===== config.mk =====
export PLATFORM = sky130hd
export DESIGN_NAME = motion_window_force_accumulator_core
export DESIGN_NICKNAME = d
export VERILOG_FILES = /design/src/rtl/core/mwfa_pkg.sv /design/src/rtl/core/motion_window_force_accumulator_core.sv
export VERILOG_INCLUDE_DIRS = /design/src /design/src/rtl/core
export SDC_FILE = /design/constraint.sdc
export NUM_CORES = 2
export LEC_CHECK = 0
export ABC_AREA = 1
export BUFFER_PORTS_ARGS = -buffer_cell sky130_fd_sc_hd__buf_2
export CAP_MARGIN = 10
export CORE_MARGIN = 3
export CORE_UTILIZATION = 50
export DETAILED_ROUTE_END_ITERATION = 8
export PLACE_DENSITY = 0.69
export SYNTH_ARGS = -nofsm -noshare
export SYNTH_HDL_FRONTEND = slang
export SYNTH_SLANG_ARGS = --single-unit

===== constraint.sdc =====
create_clock -name i_clk -period 13.2 [get_ports i_clk]
set_input_delay 1.98 -clock i_clk [delete_from_list [all_inputs] [get_ports i_clk]]
set_output_delay 1.98 -clock i_clk [all_outputs]
set_load 0.01 [all_outputs]

===== src/rtl/core/motion_window_force_accumulator_core_macros.svh =====
// Assertion helpers for the motion window force accumulator core.
`ifndef MOTION_WINDOW_FORCE_ACCUMULATOR_CORE_MACROS_SVH
`define MOTION_WINDOW_FORCE_ACCUMULATOR_CORE_MACROS_SVH

// same-cycle implication
`define MWFA_ASSERT_IMP(label, clk, rst_n, ante, cons, msg) \
    label: assert property (@(posedge clk) disable iff (!rst_n) (ante) |-> (cons)) \
        else $error(msg);

// next-cycle implication
`define MWFA_ASSERT_NXT(label, clk, rst_n, ante, cons, msg) \
    label: assert property (@(posedge clk) disable iff (!rst_n) (ante) |=> (cons)) \
        else $error(msg);

`endif


===== src/rtl/core/mwfa_pkg.sv =====
`timescale 1ns / 1ps

package mwfa_pkg;

    localparam int LUMA_W     = 8;
    localparam int COORD_W    = 12;
    localparam int FW_W       = 13;
    localparam int NF_W       = 8;
    localparam int GAIN_W     = 16;
    localparam int SUM_W      = 28;
    localparam int OUT_W      = 32;
    localparam int PROD_W     = SUM_W + GAIN_W;
    localparam int Q_W        = PROD_W - 8;
    localparam int REM_W      = 12;
    localparam int CFG_IDX_W  = 3;
    localparam int CFG_DATA_W = 16;
    localparam int IN_DATA_W  = 40;
    localparam int OUT_DATA_W = 64;

    localparam logic [COORD_W-1:0] LEFT_RST  = 12'd0;
    localparam logic [COORD_W-1:0] TOP_RST   = 12'd0;
    localparam logic [FW_W-1:0]    FW_RST    = 13'd640;
    localparam logic [NF_W-1:0]    NF_RST    = 8'd5;
    localparam logic [GAIN_W-1:0]  GAIN_RST  = 16'd2560;

    typedef enum logic [CFG_IDX_W-1:0] {
        CFG_WINDOW_LEFT,
        CFG_WINDOW_TOP,
        CFG_FRAME_WIDTH,
        CFG_NOISE_FLOOR,
        CFG_FORCE_GAIN
    } t_cfg_idx;

endpackage


===== src/rtl/core/motion_window_force_accumulator_core.sv =====
// Each sum update is a single saturating add per cycle; frame-end sums enter the scaling pipe.
// Throughput: one pixel word per cycle while no frame-end word waits on a full scaling pipe.
// Non-frame-end words leave at the accumulator and never wait on the result side.
// The five-stage scaling pipe (gain multiply, reciprocal of 255, correction) can hold results.
// Reset (synchronous, active low) clears valids and sums and loads register defaults.
`timescale 1ns / 1ps
`include "motion_window_force_accumulator_core_macros.svh"

module motion_window_force_accumulator_core
    import mwfa_pkg::*;
#(
    parameter int WINDOW_SIZE = 64
) (
    input  logic                  i_clk,
    input  logic                  i_rst_n,
    input  logic                  i_cfg_we,
    input  logic [CFG_IDX_W-1:0]  i_cfg_index,
    input  logic [CFG_DATA_W-1:0] i_cfg_data,
    input  logic                  s_axis_tvalid,
    output logic                  s_axis_tready,
    // prev_luma[7:0], cur_luma[15:8], column[27:16], row[39:28]
    input  logic [IN_DATA_W-1:0]  s_axis_tdata,
    // frame_end
    input  logic                  s_axis_tlast,
    output logic                  m_axis_tvalid,
    input  logic                  m_axis_tready,
    // force_x[31:0], force_y[63:32]
    output logic [OUT_DATA_W-1:0] m_axis_tdata
);

    localparam int DW = $clog2(WINDOW_SIZE / 2 + 1) + 1;
    localparam int PW = LUMA_W + 1 + DW;
    localparam int CW = COORD_W + 3;
    localparam logic signed [CW-1:0] WIN_S  = CW'(WINDOW_SIZE);
    localparam logic signed [CW-1:0] HALF_S = CW'(WINDOW_SIZE / 2);
    localparam logic signed [SUM_W:0] SUM_MAX = (SUM_W+1)'((64'sd1 <<< (SUM_W - 1)) - 1);
    localparam logic signed [SUM_W:0] SUM_MIN = (SUM_W+1)'(-(64'sd1 <<< (SUM_W - 1)));
    localparam logic [Q_W-1:0] Q_POS_MAX = Q_W'((64'd1 << (OUT_W - 1)) - 1);
    localparam logic [Q_W-1:0] Q_NEG_MAX = Q_W'(64'd1 << (OUT_W - 1));

    function automatic logic signed [SUM_W-1:0] f_sat_sum(input logic signed [SUM_W:0] v);
        if (v > SUM_MAX) begin
            f_sat_sum = SUM_MAX[SUM_W-1:0];
        end else if (v < SUM_MIN) begin
            f_sat_sum = SUM_MIN[SUM_W-1:0];
        end else begin
            f_sat_sum = v[SUM_W-1:0];
        end
    endfunction

    function automatic logic [PROD_W-1:0] f_mag_gain(input logic signed [SUM_W-1:0] s,
                                                     input logic [GAIN_W-1:0] g);
        logic [SUM_W-1:0] mag;
        mag = s[SUM_W-1] ? SUM_W'(-s) : SUM_W'(s);
        f_mag_gain = PROD_W'(mag) * PROD_W'(g);
    endfunction

    // floor(a/255) from below: sum of a >> 8k, short by less than six
    function automatic logic [Q_W-1:0] f_q0(input logic [PROD_W-1:0] a);
        logic [Q_W-1:0] acc;
        acc = '0;
        for (int k = 1; k <= (PROD_W - 1) / 8; k++) begin
            acc = acc + Q_W'(a >> (8 * k));
        end
        f_q0 = acc;
    endfunction

    function automatic logic [REM_W-1:0] f_rem(input logic [PROD_W-1:0] a,
                                               input logic [Q_W-1:0] q0);
        logic [PROD_W-1:0] r;
        r = a - {q0, 8'b0} + PROD_W'(q0);
        f_rem = r[REM_W-1:0];
    endfunction

    function automatic logic [OUT_W-1:0] f_final(input logic [Q_W-1:0] q0,
                                                 input logic [REM_W-1:0] rem,
                                                 input logic neg);
        logic [REM_W-1:0] t;
        logic [Q_W-1:0]   q;
        t = rem + (rem >> 8) + REM_W'(1);
        q = q0 + Q_W'(t[REM_W-1:8]);
        if (neg) begin
            f_final = (q > Q_NEG_MAX) ? Q_NEG_MAX[OUT_W-1:0] : (~q[OUT_W-1:0] + OUT_W'(1));
        end else begin
            f_final = (q > Q_POS_MAX) ? Q_POS_MAX[OUT_W-1:0] : q[OUT_W-1:0];
        end
    endfunction

    logic [COORD_W-1:0] r_left;
    logic [COORD_W-1:0] r_top;
    logic [FW_W-1:0]    r_fw;
    logic [NF_W-1:0]    r_nf;
    logic [GAIN_W-1:0]  r_gain;

    logic               r_in_v;
    logic [LUMA_W-1:0]  r_in_prev;
    logic [LUMA_W-1:0]  r_in_cur;
    logic [COORD_W-1:0] r_in_col;
    logic [COORD_W-1:0] r_in_row;
    logic               r_in_last;

    logic                 r_pr_v;
    logic signed [PW-1:0] r_pr_x;
    logic signed [PW-1:0] r_pr_y;
    logic                 r_pr_last;

    logic signed [SUM_W-1:0] r_sum_x;
    logic signed [SUM_W-1:0] r_sum_y;
    logic signed [SUM_W-1:0] n_sum_x;
    logic signed [SUM_W-1:0] n_sum_y;

    logic                    r_r1_v;
    logic signed [SUM_W-1:0] r_r1_x;
    logic signed [SUM_W-1:0] r_r1_y;
    logic                    r_r2_v;
    logic [PROD_W-1:0]       r_r2_ax;
    logic [PROD_W-1:0]       r_r2_ay;
    logic                    r_r2_nx;
    logic                    r_r2_ny;
    logic                    r_r3_v;
    logic [PROD_W-1:0]       r_r3_ax;
    logic [PROD_W-1:0]       r_r3_ay;
    logic [Q_W-1:0]          r_r3_qx;
    logic [Q_W-1:0]          r_r3_qy;
    logic                    r_r3_nx;
    logic                    r_r3_ny;
    logic                    r_r4_v;
    logic [Q_W-1:0]          r_r4_qx;
    logic [Q_W-1:0]          r_r4_qy;
    logic [REM_W-1:0]        r_r4_rx;
    logic [REM_W-1:0]        r_r4_ry;
    logic                    r_r4_nx;
    logic                    r_r4_ny;
    logic                    r_out_v;
    logic [OUT_W-1:0]        r_out_x;
    logic [OUT_W-1:0]        r_out_y;

    logic out_rdy, r4_rdy, r3_rdy, r2_rdy, r1_rdy, pr_adv, pr_rdy, in_rdy;

    assign out_rdy = !r_out_v || m_axis_tready;
    assign r4_rdy  = !r_r4_v || out_rdy;
    assign r3_rdy  = !r_r3_v || r4_rdy;
    assign r2_rdy  = !r_r3_v || r3_rdy ? (!r_r2_v || r3_rdy) : !r_r2_v;
    assign r1_rdy  = !r_r1_v || r2_rdy;
    assign pr_adv  = r_pr_v && (!r_pr_last || r1_rdy);
    assign pr_rdy  = !r_pr_v || pr_adv;
    assign in_rdy  = !r_in_v || pr_rdy;

    assign s_axis_tready = in_rdy;
    assign m_axis_tvalid = r_out_v;
    assign m_axis_tdata  = {r_out_y, r_out_x};

    logic [LUMA_W-1:0]       w_abs;
    logic [LUMA_W-1:0]       w_d;
    logic signed [CW-1:0]    w_m;
    logic signed [CW-1:0]    w_left;
    logic signed [CW-1:0]    w_top;
    logic signed [CW-1:0]    w_row;
    logic                    w_in_win;
    logic signed [CW-1:0]    w_dx_w;
    logic signed [CW-1:0]    w_dy_w;
    logic signed [DW-1:0]    w_dx;
    logic signed [DW-1:0]    w_dy;
    logic signed [LUMA_W:0]  w_ds;
    logic signed [PW-1:0]    w_mx;
    logic signed [PW-1:0]    w_my;
    logic signed [SUM_W:0]   w_ax;
    logic signed [SUM_W:0]   w_ay;

    always_comb begin
        w_abs    = (r_in_cur >= r_in_prev) ? (r_in_cur - r_in_prev) : (r_in_prev - r_in_cur);
        w_d      = (w_abs > r_nf) ? (w_abs - r_nf) : '0;
        w_left   = $signed({3'b0, r_left});
        w_top    = $signed({3'b0, r_top});
        w_row    = $signed({3'b0, r_in_row});
        w_m      = $signed({2'b0, r_fw}) - CW'(1) - $signed({3'b0, r_in_col});
        w_in_win = (w_m >= w_left) && (w_m < w_left + WIN_S) &&
                   (w_row >= w_top) && (w_row < w_top + WIN_S);
        w_dx_w   = w_left + HALF_S - w_m;
        w_dy_w   = w_top + HALF_S - w_row;
        w_dx     = DW'(w_dx_w);
        w_dy     = DW'(w_dy_w);
        w_ds     = $signed({1'b0, w_d});
        w_mx     = w_ds * w_dx;
        w_my     = w_ds * w_dy;
        w_ax     = (SUM_W+1)'(r_sum_x) + (SUM_W+1)'(r_pr_x);
        w_ay     = (SUM_W+1)'(r_sum_y) + (SUM_W+1)'(r_pr_y);
        n_sum_x  = f_sat_sum(w_ax);
        n_sum_y  = f_sat_sum(w_ay);
    end

    always_ff @(posedge i_clk) begin
        if (!i_rst_n) begin
            r_left  <= LEFT_RST;
            r_top   <= TOP_RST;
            r_fw    <= FW_RST;
            r_nf    <= NF_RST;
            r_gain  <= GAIN_RST;
        end else if (i_cfg_we) begin
            case (t_cfg_idx'(i_cfg_index))
                CFG_WINDOW_LEFT: r_left <= i_cfg_data[COORD_W-1:0];
                CFG_WINDOW_TOP:  r_top  <= i_cfg_data[COORD_W-1:0];
                CFG_FRAME_WIDTH: r_fw   <= i_cfg_data[FW_W-1:0];
                CFG_NOISE_FLOOR: r_nf   <= i_cfg_data[NF_W-1:0];
                CFG_FORCE_GAIN:  r_gain <= i_cfg_data[GAIN_W-1:0];
                default: ;
            endcase
        end
    end

    always_ff @(posedge i_clk) begin
        if (!i_rst_n) begin
            r_in_v  <= 1'b0;
            r_pr_v  <= 1'b0;
            r_r1_v  <= 1'b0;
            r_r2_v  <= 1'b0;
            r_r3_v  <= 1'b0;
            r_r4_v  <= 1'b0;
            r_out_v <= 1'b0;
            r_sum_x <= '0;
            r_sum_y <= '0;
        end else begin
            if (in_rdy) begin
                r_in_v <= s_axis_tvalid;
            end
            if (pr_rdy) begin
                r_pr_v <= r_in_v;
            end
            if (pr_adv) begin
                r_sum_x <= r_pr_last ? '0 : n_sum_x;
                r_sum_y <= r_pr_last ? '0 : n_sum_y;
            end
            if (r1_rdy) begin
                r_r1_v <= pr_adv && r_pr_last;
            end
            if (r2_rdy) begin
                r_r2_v <= r_r1_v;
            end
            if (r3_rdy) begin
                r_r3_v <= r_r2_v;
            end
            if (r4_rdy) begin
                r_r4_v <= r_r3_v;
            end
            if (out_rdy) begin
                r_out_v <= r_r4_v;
            end
        end
    end

    always_ff @(posedge i_clk) begin
        if (in_rdy) begin
            r_in_prev <= s_axis_tdata[7:0];
            r_in_cur  <= s_axis_tdata[15:8];
            r_in_col  <= s_axis_tdata[27:16];
            r_in_row  <= s_axis_tdata[39:28];
            r_in_last <= s_axis_tlast;
        end
        if (pr_rdy) begin
            r_pr_x    <= w_in_win ? w_mx : '0;
            r_pr_y    <= w_in_win ? w_my : '0;
            r_pr_last <= r_in_last;
        end
        if (r1_rdy) begin
            r_r1_x <= n_sum_x;
            r_r1_y <= n_sum_y;
        end
        if (r2_rdy) begin
            r_r2_ax <= f_mag_gain(r_r1_x, r_gain);
            r_r2_ay <= f_mag_gain(r_r1_y, r_gain);
            r_r2_nx <= r_r1_x[SUM_W-1];
            r_r2_ny <= r_r1_y[SUM_W-1];
        end
        if (r3_rdy) begin
            r_r3_ax <= r_r2_ax;
            r_r3_ay <= r_r2_ay;
            r_r3_qx <= f_q0(r_r2_ax);
            r_r3_qy <= f_q0(r_r2_ay);
            r_r3_nx <= r_r2_nx;
            r_r3_ny <= r_r2_ny;
        end
        if (r4_rdy) begin
            r_r4_qx <= r_r3_qx;
            r_r4_qy <= r_r3_qy;
            r_r4_rx <= f_rem(r_r3_ax, r_r3_qx);
            r_r4_ry <= f_rem(r_r3_ay, r_r3_qy);
            r_r4_nx <= r_r3_nx;
            r_r4_ny <= r_r3_ny;
        end
        if (out_rdy) begin
            r_out_x <= f_final(r_r4_qx, r_r4_rx, r_r4_nx);
            r_out_y <= f_final(r_r4_qy, r_r4_ry, r_r4_ny);
        end
    end

    `MWFA_ASSERT_IMP(a_stall_needs_word, i_clk, i_rst_n, !s_axis_tready, r_in_v, "input stalled while input stage empty")
    `MWFA_ASSERT_NXT(a_sum_cleared, i_clk, i_rst_n, pr_adv && r_pr_last, (r_sum_x == '0) && (r_sum_y == '0), "sums not cleared after frame end")
    `MWFA_ASSERT_IMP(a_out_from_pipe, i_clk, i_rst_n, $rose(m_axis_tvalid), $past(r_r4_v), "result word without scaling stage word")

endmodule


==> impl_metrics.toml <==
[drt]
vias = 59860
first_iter_violations = 4353
vias_per_cell = 5.404
drc = 0
antenna_left = 0
wl_microns = 202200
firstDrtPassIters = 6
post_drt_wl_per_cell_microns = 18.26

[final_layout]
drive_gt1_share_pct = 4.923
mostFrequentLayoutCell = "nand2_1"
layout_common_cells = "2,070 x nand2_1, 1,684 x inv_1, 910 x nor2_1"
final_nets = 10730
area_growth_pct = 6.693
fin_cells = 11080
fill_cells = 13680
n_antenna_cell = 0
final_cell_area_sq_um = 78620

[logic_synthesis]
synth_cells = 9066
syn_area_sq_um = 73690
synth_warnings = 0
synth-async-reset-ratio_pct = 0
synth_cell_types = 61
ys_seq_area_share_pct = 22.93
ys_seq_elements = 604
avgSynthCellArea_sq_um = 8.128
synth_nets = 10690
synth_edf_count = 480
synth-main-ff-cell = "edfxtp_1"

[global_routing]
first_global_vias = 61950
antenna_found_initial = 1
gr-total-overflow = 0
grt_max_degree = 67
track_usage_pct = 26.97
grt_pass1_wl_microns = 327300

[worst_setup_path]
cp_top_family = "adder cells"
critPathRequiredTime_ps = 13720
rr_startpoint = "r_in_cur[0]"
worst_ep_arrival_time_ps = 8870
cp-start-kind = "flip-flop"
path_class = "flip-flop to flip-flop"
crit_path_end_kind = "flip-flop"
crit_fanout = 10
cpMostUsedCell = "inv_1"
cp_num_buf_inv = 11
slowest_stage = "fa_1"
critPathMaxStageDelay_ps = 540
startpoint = "r_in_cur[0]"

[power_and_ir_drop]
totalPowerFinal_uw = 9142
p_per_area_nw_per_um2 = 116.3
max-vdd-ir-drop_mv = 0.5166
leakage_uw = 0.04082

[cts]
insertion_delay_ps = 690
clockRootBuffer = "clkbuf_16"
cts.sinks = 604
cts_buffer_depth = 3
cts_buffers = 73
cts_setup_buffers = 0
hold_buffers = 0
tritoncts = "built"
clk_pin_slew_ps = 70
htreeDepth = 3
post_cts_resized = 0

[status]
status = "finished, final reports clean"

[sta]
post-route-min-period_ps = 8351
worst_pin_slew_ps = 1243
tns_ps = 0
fin_skew_ps = 46.20
period_share_pct = 63.27
rsz0062_at_grt = "false"
report.final.slew_viol_count = 0
setup_viol = 0
max_freq_ghz = 0.1197
hold_viol = 0
slew_headroom_pct = 17.12

[hold_path]
min-delay-start = "r_r3_qx[21]"
hold_class = "flip-flop to flip-flop"

[place]
dp_hpwl_microns = 162700
dp.cells = 10950
place.gp.congestion = 0.9615
dpl-instance-area_sq_um = 76250
port_buffers = 130

[floorplanning]
boundaryPins = 131
dieArea_sq_um = 152000
start_util_pct = 50.44
core.rowCount = 140
die_w_microns = 389.9
coreArea_sq_um = 146100
die_y_microns = 389.9

[flow_run]
cap_violations = 0
==> state kept, by name, indices dropped and copies added (netlist names), 13 cells and up <==
register / cells
r_r2_ay: 44
r_fw: 13
r_r1_x: 28
r_r3_qx: 36
r_r1_y: 28
r_out_x: 32
r_pr_y: 16
r_gain: 16
r_sum_x: 28
r_r3_qy: 36
r_pr_x: 16
r_out_y: 32
r_r4_qy: 36
r_r4_qx: 36
r_r2_ax: 44
r_sum_y: 28
==> kinds of logic (layout without fill, tap and decap cells) <==
kind of cell | Yosys count | after routing | synth area share (%)
mux | 2 | 2 | 0.02717
fa+ha+maj | 1558 | 1558 | 35.35
buf+inv | 1939 | 2034 | 10.01
simple gates | 3663 | 3663 | 20.54
compound gates | 971 | 971 | 7.216
flops | 604 | 604 | 22.93
xor+xnor | 329 | 329 | 3.936
==> where the power goes <==
group          internal, uW  switching [uW]
Sequential             2230            92.8
Combinational          1810            3020
Clock                  1130             858
Total                  5170            3970
==> stage by stage <==
step | setup slack [ps] | util [%] | hold WS, ps
4_1_cts | 4965 | 53.82 | 385.7
3_5_place_dp | 4991 | 52.19 | 404.5
5_1_grt | 4239 | 53.82 | 386.6
6_report | 4849 | 53.82 | 393.2
2_1_floorplan | 881.1 | - | 400.3
3_3_place_gp | 5123 | 52.19 | 400.3
==> cells in the mapped netlist, drive strengths merged, types with 9 or more instances <==
cell     number  area share, %
or2          25           0.21
o21a         15           0.15
a221oi        9           0.11
xor2        233            2.8
a21oi       468            3.2
a21o         25           0.25
o21ai       326            2.2
o2111ai      10           0.12
nand3       362            2.5
buf          42           0.34
xnor2        96            1.1
nor3         74           0.54
o211ai       19           0.19
nor4         17           0.14
nor2        947            5.0
a21boi       10           0.10
nand4        70           0.62
o21bai       28           0.29
ha          685             12
edfxtp      480             20
clkinv        9          0.048
dfxtp       124            3.4
fa          873             24
inv        1707            8.7
clkbuf      181           0.92
nand3b       43           0.44
a31oi        36           0.31
nand2      2108             11
==> path summary, 6_finish.rpt <==
check                           slack [ps]          end  cells after the start
worst max register to register        4850   r_pr_y[14]                     41
worst max-delay path                  4850   r_pr_y[14]                     41
worst min register to register         390  r_r4_qx[21]                      0
worst min-delay path                   390  r_r4_qx[21]                      0
==> worst reg2reg max path: cells and delay by family, from the launching register on <==
family                     cells  cell delay, ps
buffers and inverters         11            1130
AOI/OAI and AO/OA              9            1480
DFF                            1             390
and+or+nand+nor               13            1950
adders and majority gates      8            3260
==> per-layer routing <==
metal | part of all wire, % | track usage, % | vias to the layer above
met1 | 40 | 33.79 | 28780
met2 | 48 | 46.94 | 2086
li1 | - | - | 28530
met4 | 4.4 | 10.57 | 2
met3 | 6.7 | 4.000 | 463
met5 | 0.0054 | 0 | -
==> layout make-up <==
cell class / count / area (sq um) / share of cell area, %
clock inverters: 45 / 427.9 / 0.5443
flip-flops and latches: 604 / 16910 / 21.50
multi-input cells: 6523 / 49430 / 62.87
inverters: 1716 / 6449 / 8.202
well taps: 1917 / 2399 / 3.051
repair buffers: 185 / 1064 / 1.353
clock buffers: 88 / 1944 / 2.473
Note: power is estimated with default switching activity, not from simulation.
